<file path="config.mk">
export PLATFORM = sky130hd
export DESIGN_NAME = base58_decoder_top_flat
export DESIGN_NICKNAME = d
export VERILOG_FILES = /design/src/sv/b58d_pkg.sv /design/src/sv/b58d_if.sv /design/src/sv/base58_decoder_top.sv /design/src/sv/b58d_ram.sv /design/src/sv/b58d_ctrl.sv /design/src/flat_wrapper.sv
export SDC_FILE = /design/constraint.sdc
export NUM_CORES = 1
export LEC_CHECK = 0
export BUFFER_PORTS_ARGS = -buffer_cell sky130_fd_sc_hd__buf_2
export CORE_ASPECT_RATIO = 1.25
export CORE_MARGIN = 2
export CORE_UTILIZATION = 57
export CTS_BUF_LIST = sky130_fd_sc_hd__clkbuf_4
export DETAILED_ROUTE_END_ITERATION = 8
export PLACE_DENSITY_LB_ADDON = 0.3
export SLEW_MARGIN = 20
export SYNTH_ARGS = -nofsm -noshare
export SYNTH_HDL_FRONTEND = slang
export SYNTH_SLANG_ARGS = --single-unit
export TNS_END_PERCENT = 20
</file>
<file path="constraint.sdc">
create_clock -name i_clk -period 5.9 [get_ports i_clk]
set_input_delay 1.18 -clock i_clk [delete_from_list [all_inputs] [get_ports i_clk]]
set_output_delay 1.18 -clock i_clk [all_outputs]
set_load 0.1 [all_outputs]
</file>
<file path="src/sv/b58d_pkg.sv">
`timescale 1ns / 1ps

package b58d_pkg;

    // Buffer geometry
    localparam int BUF_BYTES = 32;
    localparam int IDX_W     = $clog2(BUF_BYTES);
    localparam int CNT_W     = $clog2(BUF_BYTES + 1);
    localparam int TOT_W     = CNT_W + 1;

    // Field widths
    localparam int CHAR_W = 8;
    localparam int BYTE_W = 8;
    localparam int DIG_W  = 6;

    // Multiply-accumulate: 58 * byte + carry fits in 14 bits, carry stays below 58
    localparam int RADIX = 58;
    localparam int SUM_W = BYTE_W + DIG_W;

    // Result status codes
    typedef enum logic [1:0] {
        STS_OK       = 2'd0,
        STS_BADCHAR  = 2'd1,
        STS_OVERFLOW = 2'd2
    } t_status;

    // Controller states
    typedef enum logic [2:0] {
        S_IDLE,
        S_MUL,
        S_FIN,
        S_ZERO,
        S_BLD,
        S_ONE,
        S_DONE
    } t_state;

    // Alphabet lookup result
    typedef struct packed {
        logic             ok;
        logic [DIG_W-1:0] digit;
    } t_digit;

    // Request bundle from the controller to the byte buffer
    typedef struct packed {
        logic             re;
        logic [IDX_W-1:0] raddr;
        logic             we;
        logic [IDX_W-1:0] waddr;
        logic [BYTE_W-1:0] wdata;
        logic             clr;
    } t_ram_req;

    // Map an ASCII character to its digit in the 58-symbol alphabet
    function automatic t_digit digit_of(input logic [CHAR_W-1:0] ch);
        t_digit           res;
        logic [CHAR_W-1:0] diff;
        res  = '0;
        diff = '0;
        case (ch) inside
            [8'h31:8'h39]: begin
                diff = ch - 8'h31;
                res  = '{ok: 1'b1, digit: diff[DIG_W-1:0]};
            end
            [8'h41:8'h48]: begin
                diff = ch - 8'h41 + 8'd9;
                res  = '{ok: 1'b1, digit: diff[DIG_W-1:0]};
            end
            [8'h4A:8'h4E]: begin
                diff = ch - 8'h4A + 8'd17;
                res  = '{ok: 1'b1, digit: diff[DIG_W-1:0]};
            end
            [8'h50:8'h5A]: begin
                diff = ch - 8'h50 + 8'd22;
                res  = '{ok: 1'b1, digit: diff[DIG_W-1:0]};
            end
            [8'h61:8'h6B]: begin
                diff = ch - 8'h61 + 8'd33;
                res  = '{ok: 1'b1, digit: diff[DIG_W-1:0]};
            end
            [8'h6D:8'h7A]: begin
                diff = ch - 8'h6D + 8'd44;
                res  = '{ok: 1'b1, digit: diff[DIG_W-1:0]};
            end
            default: begin
                res = '0;
            end
        endcase
        return res;
    endfunction

endpackage

</file>
<file path="src/sv/b58d_if.sv">
`timescale 1ns / 1ps

// Input channel: one character per transfer
interface b58d_in_if;
    import b58d_pkg::*;
    logic              valid;
    logic              ready;
    logic [CHAR_W-1:0] in_char;
    logic              in_last;
    modport source(output valid, output in_char, output in_last, input ready);
    modport sink(input valid, input in_char, input in_last, output ready);
endinterface

// Output channel: one decoded byte or one error result per transfer
interface b58d_out_if;
    import b58d_pkg::*;
    logic              valid;
    logic              ready;
    logic [BYTE_W-1:0] out_byte;
    logic              out_last;
    logic [1:0]        status;
    modport source(output valid, output out_byte, output out_last, output status,
                   input ready);
    modport sink(input valid, input out_byte, input out_last, input status,
                 output ready);
endinterface

</file>
<file path="src/sv/base58_decoder_top.sv">
`timescale 1ns / 1ps

// Channel   Dir  Payload                          Transfer
// i_in      in   in_char[7:0], in_last            valid && ready
// o_out     out  out_byte[7:0], out_last, status   valid && ready
//
// A character other than a leading '1' starts the multiply-by-58 walk, which reads
// and writes one buffer byte per cycle on the RAM.
// A leading '1', an invalid character or any character after an error is
// handled in S_IDLE alone. The last character leads to S_FIN, which sizes the
// result; output bytes follow as the sink takes them, then S_DONE clears the buffer.
// Reset is synchronous; buffer valid bits clear at once, no clearing pass.
// A stalled output holds its register; the next string waits only when a new byte is due.

module base58_decoder_top (
    input logic         i_clk,
    input logic         i_rst_n,
    b58d_in_if.sink     i_in,
    b58d_out_if.source  o_out
);
    import b58d_pkg::*;

    t_ram_req          w_req;
    logic [BYTE_W-1:0] w_rdata;

    // Sequencer and arithmetic
    b58d_ctrl u_ctrl (
        .i_clk   (i_clk),
        .i_rst_n (i_rst_n),
        .i_in    (i_in),
        .o_out   (o_out),
        .o_req   (w_req),
        .i_rdata (w_rdata)
    );

    // Big-endian number buffer
    b58d_ram u_ram (
        .i_clk   (i_clk),
        .i_rst_n (i_rst_n),
        .i_req   (w_req),
        .o_rdata (w_rdata)
    );

endmodule

</file>
<file path="src/sv/b58d_ram.sv">
`timescale 1ns / 1ps

module b58d_ram (
    input  logic                        i_clk,
    input  logic                        i_rst_n,
    input  b58d_pkg::t_ram_req          i_req,
    output logic [b58d_pkg::BYTE_W-1:0] o_rdata
);
    import b58d_pkg::*;

    logic [BYTE_W-1:0]    r_mem [BUF_BYTES];
    logic [BUF_BYTES-1:0] r_vld;
    logic [BYTE_W-1:0]    r_rdata;
    logic                 r_rvld;

    // Byte storage, no reset
    always_ff @(posedge i_clk) begin
        if (i_req.we) begin
            r_mem[i_req.waddr] <= i_req.wdata;
        end
        if (i_req.re) begin
            r_rdata <= r_mem[i_req.raddr];
        end
    end

    // Per-entry valid bits; an unwritten entry reads as zero
    always_ff @(posedge i_clk) begin
        if (!i_rst_n || i_req.clr) begin
            r_vld  <= '0;
            r_rvld <= 1'b0;
        end else begin
            if (i_req.we) begin
                r_vld[i_req.waddr] <= 1'b1;
            end
            if (i_req.re) begin
                r_rvld <= r_vld[i_req.raddr];
            end
        end
    end

    assign o_rdata = r_rvld ? r_rdata : '0;

endmodule

</file>
<file path="src/sv/b58d_ctrl.sv">
`timescale 1ns / 1ps

module b58d_ctrl (
    input  logic                        i_clk,
    input  logic                        i_rst_n,
    b58d_in_if.sink                     i_in,
    b58d_out_if.source                  o_out,
    output b58d_pkg::t_ram_req          o_req,
    input  logic [b58d_pkg::BYTE_W-1:0] i_rdata
);
    import b58d_pkg::*;

    t_state            r_state, n_state;
    logic [IDX_W-1:0]  r_idx, n_idx;
    logic [DIG_W-1:0]  r_carry, n_carry;
    logic [CNT_W-1:0]  r_first, n_first;
    logic [CNT_W-1:0]  r_lead, n_lead;
    logic [CNT_W-1:0]  r_cnt, n_cnt;
    logic              r_seen, n_seen;
    t_status           r_err, n_err;
    logic              r_lastin, n_lastin;
    logic              r_ovalid, n_ovalid;
    logic [BYTE_W-1:0] r_obyte, n_obyte;
    logic              r_olast, n_olast;
    t_status           r_ostatus, n_ostatus;

    t_digit            w_dig;
    logic [SUM_W-1:0]  w_sum;
    logic [TOT_W-1:0]  w_sig;
    logic [TOT_W-1:0]  w_total;
    logic              w_free;
    t_state            w_after;

    // Datapath: alphabet lookup, byte * 58 + carry, output length
    assign w_dig   = digit_of(i_in.in_char);
    assign w_sum   = SUM_W'(i_rdata) * SUM_W'(RADIX) + SUM_W'(r_carry);
    assign w_sig   = TOT_W'(BUF_BYTES) - TOT_W'(r_first);
    assign w_total = TOT_W'(r_lead) + w_sig;
    assign w_free  = !r_ovalid || o_out.ready;
    assign w_after = i_in.in_last ? S_FIN : S_IDLE;

    assign i_in.ready     = (r_state == S_IDLE);
    assign o_out.valid    = r_ovalid;
    assign o_out.out_byte = r_obyte;
    assign o_out.out_last = r_olast;
    assign o_out.status   = r_ostatus;

    // State and control registers
    always_ff @(posedge i_clk) begin
        if (!i_rst_n) begin
            r_state  <= S_IDLE;
            r_idx    <= '0;
            r_carry  <= '0;
            r_first  <= CNT_W'(BUF_BYTES);
            r_lead   <= '0;
            r_cnt    <= '0;
            r_seen   <= 1'b0;
            r_err    <= STS_OK;
            r_lastin <= 1'b0;
            r_ovalid <= 1'b0;
        end else begin
            r_state  <= n_state;
            r_idx    <= n_idx;
            r_carry  <= n_carry;
            r_first  <= n_first;
            r_lead   <= n_lead;
            r_cnt    <= n_cnt;
            r_seen   <= n_seen;
            r_err    <= n_err;
            r_lastin <= n_lastin;
            r_ovalid <= n_ovalid;
        end
    end

    // Output payload register
    always_ff @(posedge i_clk) begin
        r_obyte   <= n_obyte;
        r_olast   <= n_olast;
        r_ostatus <= n_ostatus;
    end

    // Next state, buffer requests and output loads
    always_comb begin
        n_state   = r_state;
        n_idx     = r_idx;
        n_carry   = r_carry;
        n_first   = r_first;
        n_lead    = r_lead;
        n_cnt     = r_cnt;
        n_seen    = r_seen;
        n_err     = r_err;
        n_lastin  = r_lastin;
        n_ovalid  = r_ovalid && !o_out.ready;
        n_obyte   = r_obyte;
        n_olast   = r_olast;
        n_ostatus = r_ostatus;
        o_req     = '0;

        case (r_state)
            S_IDLE: begin
                if (i_in.valid) begin
                    n_lastin = i_in.in_last;
                    if (r_err != STS_OK) begin
                        n_state = w_after;
                    end else if (!w_dig.ok) begin
                        n_err   = STS_BADCHAR;
                        n_state = w_after;
                    end else if (w_dig.digit == '0 && !r_seen) begin
                        // leading '1': count it, buffer untouched
                        if (r_lead >= CNT_W'(BUF_BYTES)) begin
                            n_err = STS_OVERFLOW;
                        end else begin
                            n_lead = r_lead + 1'b1;
                        end
                        n_state = w_after;
                    end else begin
                        // start the multiply walk at the least significant byte
                        n_seen      = 1'b1;
                        n_carry     = w_dig.digit;
                        n_first     = CNT_W'(BUF_BYTES);
                        n_idx       = IDX_W'(BUF_BYTES - 1);
                        o_req.re    = 1'b1;
                        o_req.raddr = IDX_W'(BUF_BYTES - 1);
                        n_state     = S_MUL;
                    end
                end
            end

            S_MUL: begin
                o_req.we    = 1'b1;
                o_req.waddr = r_idx;
                o_req.wdata = w_sum[BYTE_W-1:0];
                n_carry     = w_sum[SUM_W-1:BYTE_W];
                if (w_sum[BYTE_W-1:0] != '0) begin
                    n_first = CNT_W'(r_idx);
                end
                if (r_idx == '0) begin
                    if (w_sum[SUM_W-1:BYTE_W] != '0) begin
                        n_err = STS_OVERFLOW;
                    end
                    n_state = r_lastin ? S_FIN : S_IDLE;
                end else begin
                    n_idx       = r_idx - 1'b1;
                    o_req.re    = 1'b1;
                    o_req.raddr = r_idx - 1'b1;
                end
            end

            S_FIN: begin
                if (r_err != STS_OK) begin
                    n_state = S_ONE;
                end else if (w_total > TOT_W'(BUF_BYTES)) begin
                    n_err   = STS_OVERFLOW;
                    n_state = S_ONE;
                end else if (w_total == '0) begin
                    n_state = S_ONE;
                end else if (r_lead != '0) begin
                    n_cnt   = r_lead;
                    n_state = S_ZERO;
                end else begin
                    n_idx       = r_first[IDX_W-1:0];
                    o_req.re    = 1'b1;
                    o_req.raddr = r_first[IDX_W-1:0];
                    n_state     = S_BLD;
                end
            end

            // one zero byte per leading '1'
            S_ZERO: begin
                if (w_free) begin
                    n_ovalid  = 1'b1;
                    n_obyte   = '0;
                    n_olast   = (r_cnt == CNT_W'(1)) && (r_first == CNT_W'(BUF_BYTES));
                    n_ostatus = STS_OK;
                    n_cnt     = r_cnt - 1'b1;
                    if (r_cnt == CNT_W'(1)) begin
                        if (r_first == CNT_W'(BUF_BYTES)) begin
                            n_state = S_DONE;
                        end else begin
                            n_idx       = r_first[IDX_W-1:0];
                            o_req.re    = 1'b1;
                            o_req.raddr = r_first[IDX_W-1:0];
                            n_state     = S_BLD;
                        end
                    end
                end
            end

            // significant bytes, read data held until the output slot frees
            S_BLD: begin
                if (w_free) begin
                    n_ovalid  = 1'b1;
                    n_obyte   = i_rdata;
                    n_olast   = (r_idx == IDX_W'(BUF_BYTES - 1));
                    n_ostatus = STS_OK;
                    if (r_idx == IDX_W'(BUF_BYTES - 1)) begin
                        n_state = S_DONE;
                    end else begin
                        n_idx       = r_idx + 1'b1;
                        o_req.re    = 1'b1;
                        o_req.raddr = r_idx + 1'b1;
                    end
                end
            end

            // single result: error code, or the empty value
            S_ONE: begin
                if (w_free) begin
                    n_ovalid  = 1'b1;
                    n_obyte   = '0;
                    n_olast   = 1'b1;
                    n_ostatus = r_err;
                    n_state   = S_DONE;
                end
            end

            S_DONE: begin
                o_req.clr = 1'b1;
                n_lead    = '0;
                n_seen    = 1'b0;
                n_err     = STS_OK;
                n_first   = CNT_W'(BUF_BYTES);
                n_state   = S_IDLE;
            end

            default: begin
                n_state = S_IDLE;
            end
        endcase
    end

    // Checks
    a_done_clears: assert property (@(posedge i_clk) disable iff (!i_rst_n)
        (r_state == S_DONE) |=> (r_state == S_IDLE && r_err == STS_OK && r_lead == '0))
        else $error("string state not cleared after done");

    a_carry_range: assert property (@(posedge i_clk) disable iff (!i_rst_n)
        (r_state == S_MUL) |-> (r_carry < DIG_W'(RADIX)))
        else $error("carry out of range during walk");

    a_err_is_last: assert property (@(posedge i_clk) disable iff (!i_rst_n)
        (r_ovalid && r_ostatus != STS_OK) |-> r_olast)
        else $error("error result without last marker");

    a_lead_bound: assert property (@(posedge i_clk) disable iff (!i_rst_n)
        r_lead <= CNT_W'(BUF_BYTES))
        else $error("leading count above buffer size");

endmodule

</file>
<file path="src/flat_wrapper.sv">
// flat-port wrapper written by rule: the top's interface ports become plain ports
module base58_decoder_top_flat import b58d_pkg::*;
  (i_clk, i_rst_n, i_in_valid, i_in_in_char, i_in_in_last, i_in_ready, o_out_valid, o_out_out_byte, o_out_out_last, o_out_status, o_out_ready);
  b58d_in_if i_in_i ();
  b58d_out_if o_out_i ();
  input logic i_clk;
  input logic i_rst_n;
  input wire logic [$bits(i_in_i.valid)-1:0] i_in_valid;
  input wire logic [$bits(i_in_i.in_char)-1:0] i_in_in_char;
  input wire logic [$bits(i_in_i.in_last)-1:0] i_in_in_last;
  output wire logic [$bits(i_in_i.ready)-1:0] i_in_ready;
  output wire logic [$bits(o_out_i.valid)-1:0] o_out_valid;
  output wire logic [$bits(o_out_i.out_byte)-1:0] o_out_out_byte;
  output wire logic [$bits(o_out_i.out_last)-1:0] o_out_out_last;
  output wire logic [$bits(o_out_i.status)-1:0] o_out_status;
  input wire logic [$bits(o_out_i.ready)-1:0] o_out_ready;
  assign i_in_i.valid = i_in_valid;
  assign i_in_i.in_char = i_in_in_char;
  assign i_in_i.in_last = i_in_in_last;
  assign i_in_ready = i_in_i.ready;
  assign o_out_valid = o_out_i.valid;
  assign o_out_out_byte = o_out_i.out_byte;
  assign o_out_out_last = o_out_i.out_last;
  assign o_out_status = o_out_i.status;
  assign o_out_i.ready = o_out_ready;
  base58_decoder_top u_core (.i_clk(i_clk), .i_rst_n(i_rst_n), .i_in(i_in_i), .o_out(o_out_i));
endmodule
</file>
## After elaboration in Yosys (flattened, before gate mapping)

Memories as Yosys holds them, arrays and structs flattened. A register that Yosys moved wholly into a read port is not among the register bits.
Index checks and enable logic that the tools add are counted.

- Bits of input ports: 13
- Bits in registers: 81
- Logic and storage cells: 250
- Bits in writable memories: 256
- Memories: 1

Memory list:

| name | words | bits a word | rd ports | clocked after memory_dff | write ports | line | source |
|---|---|---|---|---|---|---|---|
| u_core.u_ram.r_mem | 32 | 8 | 1 | 1 | 1 | b58d_ram.sv:11 | `logic [BYTE_W-1:0] r_mem [BUF_BYTES];` |

- Multipliers: 1
- Add/subtract/negate cells: 18
- Bitwise logic cells: 1
- Equal/unequal tests: 36
- Multiplexer cells: 113
- $lt $le $gt $ge: 17
- Reductions and logical operators: 48

Operators by type and width:

| operator | count |
|---|---|
| 2-to-1 mux 6 bit | 33 |
| 2-to-1 mux 5 bit | 14 |
| 2-to-1 mux 7 bit | 6 |
| != test 2 bit (second input constant) | 21 |
| >= comparator 8 x 7 -> 1 bit (second input constant) | 5 |
| <= comparator 8 x 7 -> 1 bit (second input constant) | 5 |
| 2-to-1 mux 3 bit | 13 |
| one-hot mux 6 bit (2 select lines) | 3 |
| OR 32 bit | 1 |
| 2-to-1 mux 2 bit | 15 |
| one-hot mux 6 bit (5 select lines) | 1 |
| one-hot mux 5 bit (5 select lines) | 1 |
| 2-to-1 mux 8 bit | 3 |
| one-hot mux 3 bit (6 select lines) | 1 |
| one-hot mux 6 bit (3 select lines) | 1 |
| AND reduction 6 bit | 3 |
| subtractor 6 bit (second input constant) | 3 |
| one-hot mux 8 bit (2 select lines) | 1 |
| AND reduction 15 bit | 1 |
| adder 14 x 6 -> 14 bit | 1 |
| 2-to-1 mux 1 bit | 14 |
| 2-to-1 mux 14 bit | 1 |
| multiplier 8 x 5 -> 13 bit (second input constant) | 1 |
| adder 6 x 5 -> 6 bit (second input constant) | 2 |
| other kinds (51) | 84 |

## Logic depth before layout (Yosys ltp)

Gate-level depths: netlist of run 1.

- Word-level depth: 17
- Mapped depth: 20

## Cells and area by module

Synthesis of run 1 repeated with hierarchy kept, for this count alone.

- Cells, all modules: 1210
- Area, all modules: 16915.0 um2

By module, submodules not included:

| module | area an instance (um2) | cells an instance | seq. area each (um2) | instances |
|---|---|---|---|---|
| b58d_ram | 11449.7 | 539 | 8588.2 | 1 |
| b58d_ctrl | 5465.2 | 671 | 1071.0 | 1 |

## Worst setup path before layout of run 1

Ideal clock, no wire load.

- Path kind: input to register
- Start point: in i_in_in_char[3]
- End point: reg u_core.u_ram.r_rdata[4] (read register of u_core.u_ram.r_mem) (data pin)
- Arrival: 4.897 ns
- Buffers on the path: 3
- Stages on the path: 16
- Slack: 0.732 ns
- Data required time: 5.628 ns
- Setup time: 0.272 ns
- Cells stage by stage: buf_2 buf_2 inv_1 ha_1 and3b_1 o21ai_0 nor3_1 a32oi_2 o211ai_1 or4_4 o41ai_4 nand2_4 buf_4 o2111ai_1 a21oi_1 or4_1

- Word-level cells in the longest chain between the ends: 15
- Elaborated cells on any way between the ends: 42
- Classes of those cells: add/sub: 11; order compare: 12; mux: 11; reduce/logical: 8

Ends and longest elaborated chain:

| item | line | source |
|---|---|---|
| start: declaration | flat_wrapper.sv:9 | `input wire logic [$bits(i_in_i.in_char)-1:0] i_in_in_char;` |
| subtractor 6 bit (tied with other cells) | b58d_pkg.sv:82 | `diff = ch - 8'h6D + 8'd44;` |
| adder 6 bit or logical AND 1 bit (tied branches) | b58d_pkg.sv:82, b58d_ctrl.sv:35 |  |
| 2-to-1 mux 7 bit (5 in series) | b58d_pkg.sv:60 | `case (ch) inside` |
| 2-to-1 mux 7 bit (*) | b58d_pkg.sv:60 |  |
| zero test 6 bit | b58d_ctrl.sv:108 | `end else if (w_dig.digit == '0 && !r_seen) begin` |
| logical AND 1 bit | b58d_ctrl.sv:108 |  |
| 2-to-1 mux 6 bit | b58d_ctrl.sv:108 |  |
| 2-to-1 mux 6 bit (*) | b58d_ctrl.sv:105 | `end else if (!w_dig.ok) begin` |
| 2-to-1 mux 6 bit (*) | b58d_ctrl.sv:103 | `if (r_err != STS_OK) begin` |
| 2-to-1 mux 6 bit (*) | b58d_ctrl.sv:101 | `if (i_in.valid) begin` |
| one-hot mux 6 bit (5 select lines) (*) | b58d_ctrl.sv:99 | `case (r_state)` |
| end: declaration | b58d_ram.sv:13 | `logic [BYTE_W-1:0] r_rdata;` |

Mark *: on every way between the ends. The rest lies on a longest branch, timed or not.
A chain may end at the register's enable or synchronous reset.

## Final worst setup path of run 1

- Start point: reg u_core.u_ctrl.r_first[1]
- End point: reg u_core.u_ram.r_rdata[0] (read register of u_core.u_ram.r_mem) (data pin)

- Word-level cells in the longest chain between the ends: 7
- Elaborated cells on any way between the ends: 13
- Classes of those cells: add/sub: 2; order compare: 1; eq/ne: 1; mux: 8; reduce/logical: 1

Ends and longest elaborated chain:

| item | line | source |
|---|---|---|
| start: declaration | b58d_ctrl.sv:16 | `logic [CNT_W-1:0] r_first, n_first;` |
| start signal: assignment | b58d_ctrl.sv:54 | `r_first <= CNT_W'(BUF_BYTES);` |
| start signal: assignment | b58d_ctrl.sv:65 | `r_first <= n_first;` |
| parallel branches: the longest is 6 deep, another holds subtractor 6 x 6 -> 7 bit | -- |  |
| one-hot mux 6 bit (5 select lines) (*) | b58d_ctrl.sv:99 |  |

Every way passes the cells marked *.

==> flow_metrics.env, run 1 <==
export IMPL_synth_seq_cells=345
export IMPL_syn2layout_area_growth_pct=11.3
export IMPL_io_buffers=25
export IMPL_synth_edf_count=275
export IMPL_fmax_mhz=187
export IMPL_synth_area_leaders="edfxtp_1 48%, dfxtp_1 8.2%, ha_1 4.5%, nor2_1 4.3%, a21oi_1 2.5%"
export IMPL_cts_tree="yes"
export IMPL_synth_area_leader_cell="edfxtp_1"
export IMPL_fp_dieW_um=159
export IMPL_start_util=0.582
export IMPL_worst_pin_slew_ns=1.07
export IMPL_layout_commonest_cell="edfxtp_1"
export IMPL_final_cell_mix="275 x edfxtp_1, 187 x nor2_1, 125 x clkbuf_4"
export IMPL_crit_fanout=24
export IMPL_cts_resized=0
export IMPL_antenna_found_initial=1
export IMPL_synth_area_sq_um=17100
export IMPL_cts_max_path_buffers=3
export IMPL_cp_end_kind="flip-flop"
export IMPL_row_count=70
export IMPL_route_detailed_drc=0
export IMPL_ff2ff_setup_slack_ns=0.54
export IMPL_root_buffer="clkbuf_4"
export IMPL_yosysWarnings=0
export IMPL_worstPathArrival_ns=5.82
export IMPL_final_nets=1715
export IMPL_wl_per_cell_um=22.9
export IMPL_filler_cell_count=2363
export IMPL_num_io_pins=26
export IMPL_hold_class="reg2reg"
export IMPL_die_area_sq_um=31400
export IMPL_rsz0062_at_grt="false"
export IMPL_synth_net_count=1626
export IMPL_relSlewSlack=0.282
export IMPL_holdBufCountCts=0
export IMPL_hpwlAfterDp_um=33000
export IMPL_finalWorstSetupSlack_ns=0.538
export IMPL_crit_type="reg2reg"
export IMPL_gr_total_overflow=0
export IMPL_grt_pass1_wl_um=73600
export IMPL_cap_viol_max_count=0
export IMPL_routed_wl_um=48100
export IMPL_layoutNonFillerInstCount=2098
export IMPL_cts_htree_levels=3
export IMPL_slew_violations=0
export IMPL_insertion_delay_ns=0.75
export IMPL_grt_max_degree=45
export IMPL_dp_cells=1940
export IMPL_cts_sinks=345
export IMPL_finalSetupViolations=0
export IMPL_finalPower_mw=8.42
export IMPL_grt_usage=0.305
export IMPL_drtPass1Iterations=8
export IMPL_final_hold_viol_count=0
export IMPL_via_per_inst=6.39
export IMPL_outcome="finished clean"
export IMPL_drt_first_iter_violations=1304
export IMPL_finalCritPeriodShare=0.909
export IMPL_drive_above_1_share=0.154
export IMPL_vias=13400
export IMPL_path_clk_slew_ns=0.07
export IMPL_postSynthCellCount=1541
export IMPL_die_height_um=198
export IMPL_routabilityCongestion=0.930
export IMPL_ys_seq_area_frac=0.564
export IMPL_pre_cts_ws_ns=0.341
export IMPL_worstSetupStartpointType="flip-flop"
export IMPL_total_leakage_power_nw=6.99
export IMPL_synthFlopType="edfxtp_1"
export IMPL_ir_worst_vdd_v=0.000353
export IMPL_power_density_nw_per_um2=442
export IMPL_synth_top_area_frac=0.482
export IMPL_fin_worst_skew_ns=0.0517
export IMPL_synth_cell_type_count=95
export IMPL_cts_made_buffers=84
export IMPL_timing_setup_tns_ns=0
export IMPL_syn_area_per_cell_sq_um=11.1
export IMPL_grt_pass1_vias=13200
export IMPL_required_ns=6.36
export IMPL_detail_route_antenna_nets=0
export IMPL_synth_async_reset_ratio=0
export IMPL_period_needed_ns=5.36
export IMPL_cts_setup_buffers=0
export IMPL_core_sq_um=29400
## cells by family (layout without fill, tap and decap cells)
group           Yosys count  in the layout  synth area share
compound gates          364            364             0.150
xor+xnor                 36             36            0.0192
fa+ha+maj                72             72            0.0570
buf+inv                 135            294            0.0308
flops                   345            345             0.564
mux                      34             34            0.0202
other cells               0              2                 0
simple gates            555            555             0.159
## registers in the layout, summed over array words and instances, names as in the netlist, 6 cells and up
signal	cells
u_core.u_ctrl.r_lead	6
u_core.u_ctrl.r_cnt	6
u_core.u_ram.r_rdata	8
u_core.u_ctrl.o_out.out_byte	8
u_core.u_ctrl.r_first	6
u_core.u_ram.r_mem	256
u_core.u_ram.r_vld	32
u_core.u_ctrl.r_carry	6
## where the power goes
part           leakage [nW]  switching [mW]  internal, mW  total [mW]
sequential             2.94           0.179          2.88        3.06
clock                 0.661           0.947          1.02        1.97
combinational          3.39            2.27          1.13        3.40
total                  6.99            3.40          5.03        8.42
## Yosys cell counts (13+ instances only)
| cell type | count |
|---|---|
| a211oi_1 | 19 |
| a21oi_1 | 85 |
| a221oi_1 | 18 |
| a31oi_1 | 33 |
| and2_1 | 15 |
| and3_1 | 28 |
| clkbuf_1 | 60 |
| dfxtp_1 | 70 |
| edfxtp_1 | 275 |
| ha_1 | 62 |
| inv_1 | 56 |
| mux2i_1 | 30 |
| nand2_1 | 100 |
| nand3_1 | 55 |
| nand4_1 | 21 |
| nor2_1 | 195 |
| nor2b_1 | 15 |
| nor3_1 | 48 |
| o211ai_1 | 31 |
| o21ai_0 | 36 |
| or3_1 | 13 |
| xnor2_1 | 18 |
| xor2_1 | 17 |
## worst max-delay path, cell delays in order, from the launching register on
cell,delay (ns)
dfxtp_1,0.44
inv_1,0.11
ha_1,0.31
ha_1,0.22
fa_1,0.41
xor2_1,0.20
nor4_1,0.27
a2111o_1,0.25
nand3_1,0.15
o21ai_0,0.68
a21boi_4,0.29
buf_4,0.32
and3_1,0.20
a221oi_1,0.27
nand4_1,0.13
and3_1,0.24
or4_1,0.53
## layout make-up
| cell class | count | area (sq um) | share of cell area |
|---|---|---|---|
| clock buffers | 125 | 938 | 0.0493 |
| multi-input cells | 1061 | 7010 | 0.368 |
| flip-flops and latches | 345 | 9660 | 0.507 |
| repair buffers | 80 | 563 | 0.0296 |
| well taps | 396 | 495 | 0.0260 |
| inverters | 58 | 218 | 0.0114 |
| clock inverters | 31 | 155 | 0.00815 |
| diodes | 2 | 5.00 | 0.000263 |
## routing by layer
layer / routed length, um / GRT usage / share of wire
met1: 17800 / 0.357 / 0.37
met2: 23200 / 0.515 / 0.48
met3: 4010 / 0.0599 / 0.083
met4: 3130 / 0.202 / 0.065
met5: 0 / 0 / 0
## worst paths after layout
path	start	endpoint	cells after the start
worst max-delay path	u_core.u_ctrl.r_first[1]$_SDFFE_PN0P_	u_core.u_ram.r_rdata[0]$_DFFE_PP_	16
worst min-delay path	u_core.u_ctrl.r_seen$_SDFFE_PN0P_	u_core.u_ctrl.r_seen$_SDFFE_PN0P_	1
worst max register to register	u_core.u_ctrl.r_first[1]$_SDFFE_PN0P_	u_core.u_ram.r_rdata[0]$_DFFE_PP_	16
worst min register to register	u_core.u_ctrl.r_seen$_SDFFE_PN0P_	u_core.u_ctrl.r_seen$_SDFFE_PN0P_	1
## through the flow
stage | utilization | hold WS, ns | instance area (sq um)
2_1_floorplan | - | 0.432 | 17100
3_3_place_gp | 0.610 | 0.444 | 17900
3_5_place_dp | 0.610 | 0.453 | 17900
4_1_cts | 0.647 | 0.466 | 19000
5_1_grt | 0.647 | 0.478 | 19000
6_report | 0.647 | 0.467 | 19000
(Power assumes the default switching activity.)
==> inputs of run 2 (changes only) <==
==> constraint.sdc (replaced) <==
create_clock -name i_clk -period 6.4 [get_ports i_clk]
set_input_delay 1.28 -clock i_clk [delete_from_list [all_inputs] [get_ports i_clk]]
set_output_delay 1.28 -clock i_clk [all_outputs]
set_load 0.1 [all_outputs]
==> run 2 against run 1 <==
  * Sequential share of layout area grew 0.24 points
  * Combinational power shrank 6.8%
  * Clock-buffer cell count grew 14
  * Largest cell class unchanged
  * Critical path depth is the same
  * Highest routed layer unchanged
  * Routed wire length grew 3.7%
  * Critical path type is now in2reg
==> flow_metrics.env, run 2 (synthesis results as in run 1) <==
export IMPL_rsz0062_at_grt="false"
export IMPL_drive_above_1_share=0.147
export IMPL_place_area_sq_um=17800
export IMPL_finalSetupViolations=0
export IMPL_via_per_inst=6.41
export IMPL_grt_usage=0.318
export IMPL_gr_total_overflow=0
export IMPL_routed_wl_um=49800
export IMPL_core_sq_um=29400
export IMPL_regMostFlops="u_core.u_ram.r_mem"
export IMPL_cts_setup_buffers=0
export IMPL_grt_pass1_wl_um=76100
export IMPL_root_buffer="clkbuf_4"
export IMPL_finalWorstSetupSlack_ns=0.620
export IMPL_route_detailed_drc=0
export IMPL_row_count=70
export IMPL_hpwlAfterDp_um=34100
export IMPL_slew_violations=0
export IMPL_pre_cts_ws_ns=0.0380
export IMPL_worstPathArrival_ns=6.36
export IMPL_reg2reg_depth=17
export IMPL_grt_pass1_vias=13300
export IMPL_insertion_delay_ns=0.75
export IMPL_required_ns=6.99
export IMPL_power_density_nw_per_um2=417
export IMPL_layout_commonest_cell="edfxtp_1"
export IMPL_cts_made_buffers=84
export IMPL_final_cell_mix="275 x edfxtp_1, 188 x nor2_1, 139 x clkbuf_4"
export IMPL_hold_class="reg2reg"
export IMPL_start_util=0.582
export IMPL_path_clk_slew_ns=0.07
export IMPL_timing_hold_ws_ns=0.463
export IMPL_holdBufCountCts=0
export IMPL_num_io_pins=26
export IMPL_largest_reg_flops=256
export IMPL_min_from="u_core.u_ram.r_vld[14]$_SDFFE_PP0P_"
export IMPL_layoutNonFillerInstCount=2076
export IMPL_wl_per_cell_um=24.0
export IMPL_fin_worst_skew_ns=0.0613
export IMPL_cap_viol_max_count=0
export IMPL_r2r_end="u_core.u_ctrl.r_err[1]$_SDFFE_PN0P_"
export IMPL_period_needed_ns=5.78
export IMPL_grt_max_degree=46
export IMPL_cts_sinks=345
export IMPL_largest_registers="u_core.u_ram.r_mem: 256 flops, u_core.u_ram.r_vld: 32 flops"
export IMPL_total_leakage_power_nw=6.92
export IMPL_worstHoldEndpoint="u_core.u_ram.r_vld[14]$_SDFFE_PP0P_"
export IMPL_drtPass1Iterations=5
export IMPL_fmax_mhz=173
export IMPL_io_buffers=25
export IMPL_die_area_sq_um=31400
export IMPL_timing_setup_tns_ns=0
export IMPL_final_hold_viol_count=0
export IMPL_syn2layout_area_growth_pct=10.8
export IMPL_fin_area_sq_um=19000
export IMPL_antenna_found_initial=1
export IMPL_crit_type="in2reg"
export IMPL_outcome="finished clean"
export IMPL_detail_route_antenna_nets=0
export IMPL_dp_cells=1919
export IMPL_cts_htree_levels=3
export IMPL_ir_worst_vdd_v=0.000221
export IMPL_routabilityCongestion=0.967
export IMPL_cts_max_path_buffers=3
export IMPL_final_nets=1694
export IMPL_cts_resized=0
export IMPL_rr_startpoint="u_core.u_ram.r_rdata[2]$_DFFE_PP_"
export IMPL_cts_tree="yes"
export IMPL_relSlewSlack=0.208
export IMPL_hold_depth=1
export IMPL_finalCritPeriodShare=0.903
export IMPL_crit_fanout=12
export IMPL_worstSetupStartpointType="input port"
export IMPL_vias=13300
export IMPL_worst_pin_slew_ns=1.17
export IMPL_fp_dieW_um=159
export IMPL_ff2ff_setup_slack_ns=0.67
export IMPL_die_height_um=198
export IMPL_cp_end_kind="flip-flop"
export IMPL_drt_first_iter_violations=1475
==> run 2: per-layer routing <==
layer | GRT usage | wire [um]
met1 | 0.362 | 18400
met2 | 0.552 | 24600
met3 | 0.0589 | 3650
met4 | 0.210 | 3160
met5 | 0 | 0
==> run 2: worst max path at each step <==
stage	start	end	slack, ns	cells after the start
6_report	i_in_in_char[3]	u_core.u_ram.r_rdata[7]$_DFFE_PP_	0.62	16
5_1_grt	i_in_in_char[2]	u_core.u_ram.r_rdata[0]$_DFFE_PP_	0.34	15
4_1_cts	u_core.u_ram.r_rdata[1]$_DFFE_PP_	u_core.u_ctrl.r_err[1]$_SDFFE_PN0P_	0.75	18
3_5_place_dp	i_in_in_char[3]	u_core.u_ram.r_rdata[2]$_DFFE_PP_	0.04	15
3_3_place_gp	i_in_in_char[3]	u_core.u_ram.r_rdata[2]$_DFFE_PP_	-0.07	15
2_1_floorplan	i_in_in_char[3]	u_core.u_ram.r_rdata[4]$_DFFE_PP_	1.13	16
==> run 2: cell type report <==
type	count	area, sq um
fillers	2346	10500
flip-flops and latches	345	9660
multi-input cells	1061	7020
clock buffers	139	1040
well taps	396	495
repair buffers	59	405
inverters	58	218
clock inverters	17	116
diodes	1	2.50
==> run 2: per-stage QoR <==
stage / util / total power, mW
finish: 0.644 / 7.90
global route: 0.644 / 8.25
CTS: 0.644 / 7.86
detailed placement: 0.605 / 5.95
global placement: 0.605 / 5.91
floorplan: - / 4.89
==> run 2: report_power, final <==
group / switching (mW) / internal [mW] / leakage (nW)
logic: 2.17 / 0.998 / 3.29
clock network: 0.868 / 1.06 / 0.697
registers: 0.155 / 2.65 / 2.94
==> run 2: critical path: stages <==
cell	delay, ns
buf_2	0.19
buf_4	0.24
inv_1	0.10
ha_1	0.24
and3b_1	0.21
o21ai_0	0.57
nor3_1	0.12
a211oi_1	0.31
o22ai_1	0.20
nor4_2	0.54
a21oi_1	0.30
buf_4	0.26
nor4_1	0.91
o21ai_0	0.42
o22ai_1	0.31
or4_1	0.14
==> inputs of run 3 (changes only) <==
--- a/config.mk
+++ b/config.mk
@@ -6,10 +6,12 @@
 export NUM_CORES = 1
 export LEC_CHECK = 0
 export BUFFER_PORTS_ARGS = -buffer_cell sky130_fd_sc_hd__buf_2
+export CAP_MARGIN = 40
 export CORE_ASPECT_RATIO = 1.25
 export CORE_MARGIN = 2
 export CORE_UTILIZATION = 57
 export CTS_BUF_LIST = sky130_fd_sc_hd__clkbuf_4
+export CTS_CLUSTER_DIAMETER = 150
 export DETAILED_ROUTE_END_ITERATION = 8
 export PLACE_DENSITY_LB_ADDON = 0.3
 export SLEW_MARGIN = 20
==> constraint.sdc (replaced) <==
create_clock -name i_clk -period 6.1 [get_ports i_clk]
set_input_delay 1.22 -clock i_clk [delete_from_list [all_inputs] [get_ports i_clk]]
set_output_delay 1.22 -clock i_clk [all_outputs]
set_load 0.1 [all_outputs]
==> run 3 against run 2 <==
  * Non-clock buffer count grew 38
  * Global-route usage fell by 0.15 points
  * Hold slack got worse by 0.0043 ns
  * Die area is the same
  * Clock-buffer cell count is 1 higher
  * Clock skew is 0.014 ns lower
  * Sequential power rose by 5%
  * Largest cell class unchanged
  * Clock power increased by 5%
  * Highest routed layer unchanged
==> flow_metrics.env, run 3 (synthesis results as in run 1) <==
export IMPL_switching_share=0.397
export IMPL_outcome="finished clean"
export IMPL_pwr_share_clk=0.243
export IMPL_combPwrFrac=0.401
export IMPL_num_io_pins=26
export IMPL_finalSetupViolations=0
export IMPL_cpPeakStageDelay_ns=0.69
export IMPL_critPathBufInv=3
export IMPL_io_buffers=25
export IMPL_cts_max_path_buffers=3
export IMPL_cts_sinks=345
export IMPL_hold_class="reg2reg"
export IMPL_grt_pass1_wl_um=75600
export IMPL_required_ns=6.76
export IMPL_p_seq_frac=0.355
export IMPL_rsz0062_at_grt="false"
export IMPL_hpwlAfterDp_um=34400
export IMPL_cts_setup_buffers=0
export IMPL_die_area_sq_um=31400
export IMPL_fin_worst_skew_ns=0.0477
export IMPL_insertion_delay_ns=0.74
export IMPL_crit_fanout=15
export IMPL_crit_chain="nand2_1, inv_1, ha_1, ha_1, inv_1, fa_1, inv_1, ha_1, a21oi_1, o21bai_1, a2111oi_0, nor2_1, xor2_1, nand3_1, xnor3_1, o311ai_0, a2111oi_0, nor3_1"
export IMPL_worstPathArrival_ns=6.12
export IMPL_fin_area_sq_um=19300
export IMPL_cp_top_family="compound AO/OA/AOI/OAI gates"
export IMPL_detail_route_antenna_nets=0
export IMPL_die_height_um=198
export IMPL_cap_viol_max_count=0
export IMPL_worst_path_max_delay_cell="dfxtp_1"
export IMPL_layout_commonest_cell="edfxtp_1"
export IMPL_switchingPower_mw=3.30
export IMPL_final_hold_viol_count=0
export IMPL_cts_made_buffers=84
export IMPL_seq_area_sq_um=9660
export IMPL_cts_tree="yes"
export IMPL_ir_worst_vdd_v=0.000295
export IMPL_core_sq_um=29400
export IMPL_fmax_mhz=183
export IMPL_cts_resized=0
export IMPL_vias=13500
export IMPL_period_needed_ns=5.46
export IMPL_grt_max_degree=45
export IMPL_slew_violations=0
export IMPL_multi_input_area_sq_um=7010
export IMPL_filler_cell_count=2288
export IMPL_path_clk_slew_ns=0.07
export IMPL_route_detailed_drc=0
export IMPL_cts_htree_levels=3
export IMPL_grt_usage=0.317
export IMPL_relSlewSlack=0.417
export IMPL_largest_registers="u_core.u_ram.r_mem: 256 flops, u_core.u_ram.r_vld: 32 flops"
export IMPL_gr_total_overflow=0
export IMPL_wl_per_cell_um=23.5
export IMPL_fp_dieW_um=159
export IMPL_root_buffer="clkbuf_4"
export IMPL_finalCritPeriodShare=0.895
export IMPL_drt_first_iter_violations=1487
export IMPL_crit_type="reg2reg"
export IMPL_worst_pin_slew_ns=0.871
export IMPL_antenna_found_initial=2
export IMPL_timing_setup_tns_ns=0
export IMPL_final_core_util=0.655
export IMPL_row_count=70
export IMPL_drtPass1Iterations=5
export IMPL_final_nets=1732
export IMPL_finalPower_mw=8.31
export IMPL_worstSetupStartpointType="flip-flop"
export IMPL_drive_above_1_share=0.169
export IMPL_largest_reg_flops=256
export IMPL_start_util=0.582
export IMPL_regMostFlops="u_core.u_ram.r_mem"
export IMPL_place_area_sq_um=18000
export IMPL_routed_wl_um=49700
export IMPL_cp_end_kind="flip-flop"
export IMPL_power_density_nw_per_um2=431
export IMPL_p_int_mw=5.01
export IMPL_final_cell_mix="275 x edfxtp_1, 188 x nor2_1, 140 x clkbuf_4"
export IMPL_holdBufCountCts=0
export IMPL_grt_pass1_vias=13100
export IMPL_via_per_inst=6.39
export IMPL_routabilityCongestion=0.939
export IMPL_syn2layout_area_growth_pct=12.6
export IMPL_total_leakage_power_nw=7.14
-- run 3: worst paths after layout --
check / start / to / slack, ns / cells after the start
setup / recovery: u_core.u_ram.r_rvld$_SDFFE_PP0P_ / u_core.u_ctrl.r_err[1]$_SDFFE_PN0P_ / 0.64 / 18
hold / removal: u_core.u_ram.r_vld[14]$_SDFFE_PP0P_ / u_core.u_ram.r_vld[14]$_SDFFE_PP0P_ / 0.46 / 1
setup reg to reg: u_core.u_ram.r_rvld$_SDFFE_PP0P_ / u_core.u_ctrl.r_err[1]$_SDFFE_PN0P_ / 0.64 / 18
hold reg to reg: u_core.u_ram.r_vld[14]$_SDFFE_PP0P_ / u_core.u_ram.r_vld[14]$_SDFFE_PP0P_ / 0.46 / 1
-- run 3: power groups by stage --
stage	registers, mW	logic (mW)	clock network, mW
finish	2.95	3.34	2.02
global route	2.96	3.59	2.18
CTS	2.95	3.27	2.06
detailed placement	3.00	3.26	0
global placement	2.99	3.20	0
floorplan	3.01	2.12	0
-- run 3: final cells by class --
class	count	share of cell area
diodes	3	0.000390
clock buffers	140	0.0545
clock inverters	16	0.00630
inverters	58	0.0113
multi-input cells	1061	0.363
flip-flops and latches	345	0.501
well taps	396	0.0257
repair buffers	97	0.0371
-- run 3: metal layers --
metal  share of wire  GRT usage  up-vias
li1                -          -     6106
met1            0.37      0.374     6475
met2            0.49      0.537      761
met3           0.086     0.0693      176
met4           0.056      0.184        0
met5               0          0        -
-- run 3: metrics by stage --
| step | setup slack (ns) | cells | hold WS [ns] |
|---|---|---|---|
| 2_1_floorplan | 0.892 | 1541 | 0.432 |
| 3_3_place_gp | 0.222 | 1930 | 0.440 |
| 3_5_place_dp | 0.197 | 1946 | 0.449 |
| 4_1_cts | 0.684 | 2102 | 0.462 |
| 5_1_grt | 0.295 | 2115 | 0.494 |
| 6_report | 0.639 | 2116 | 0.459 |
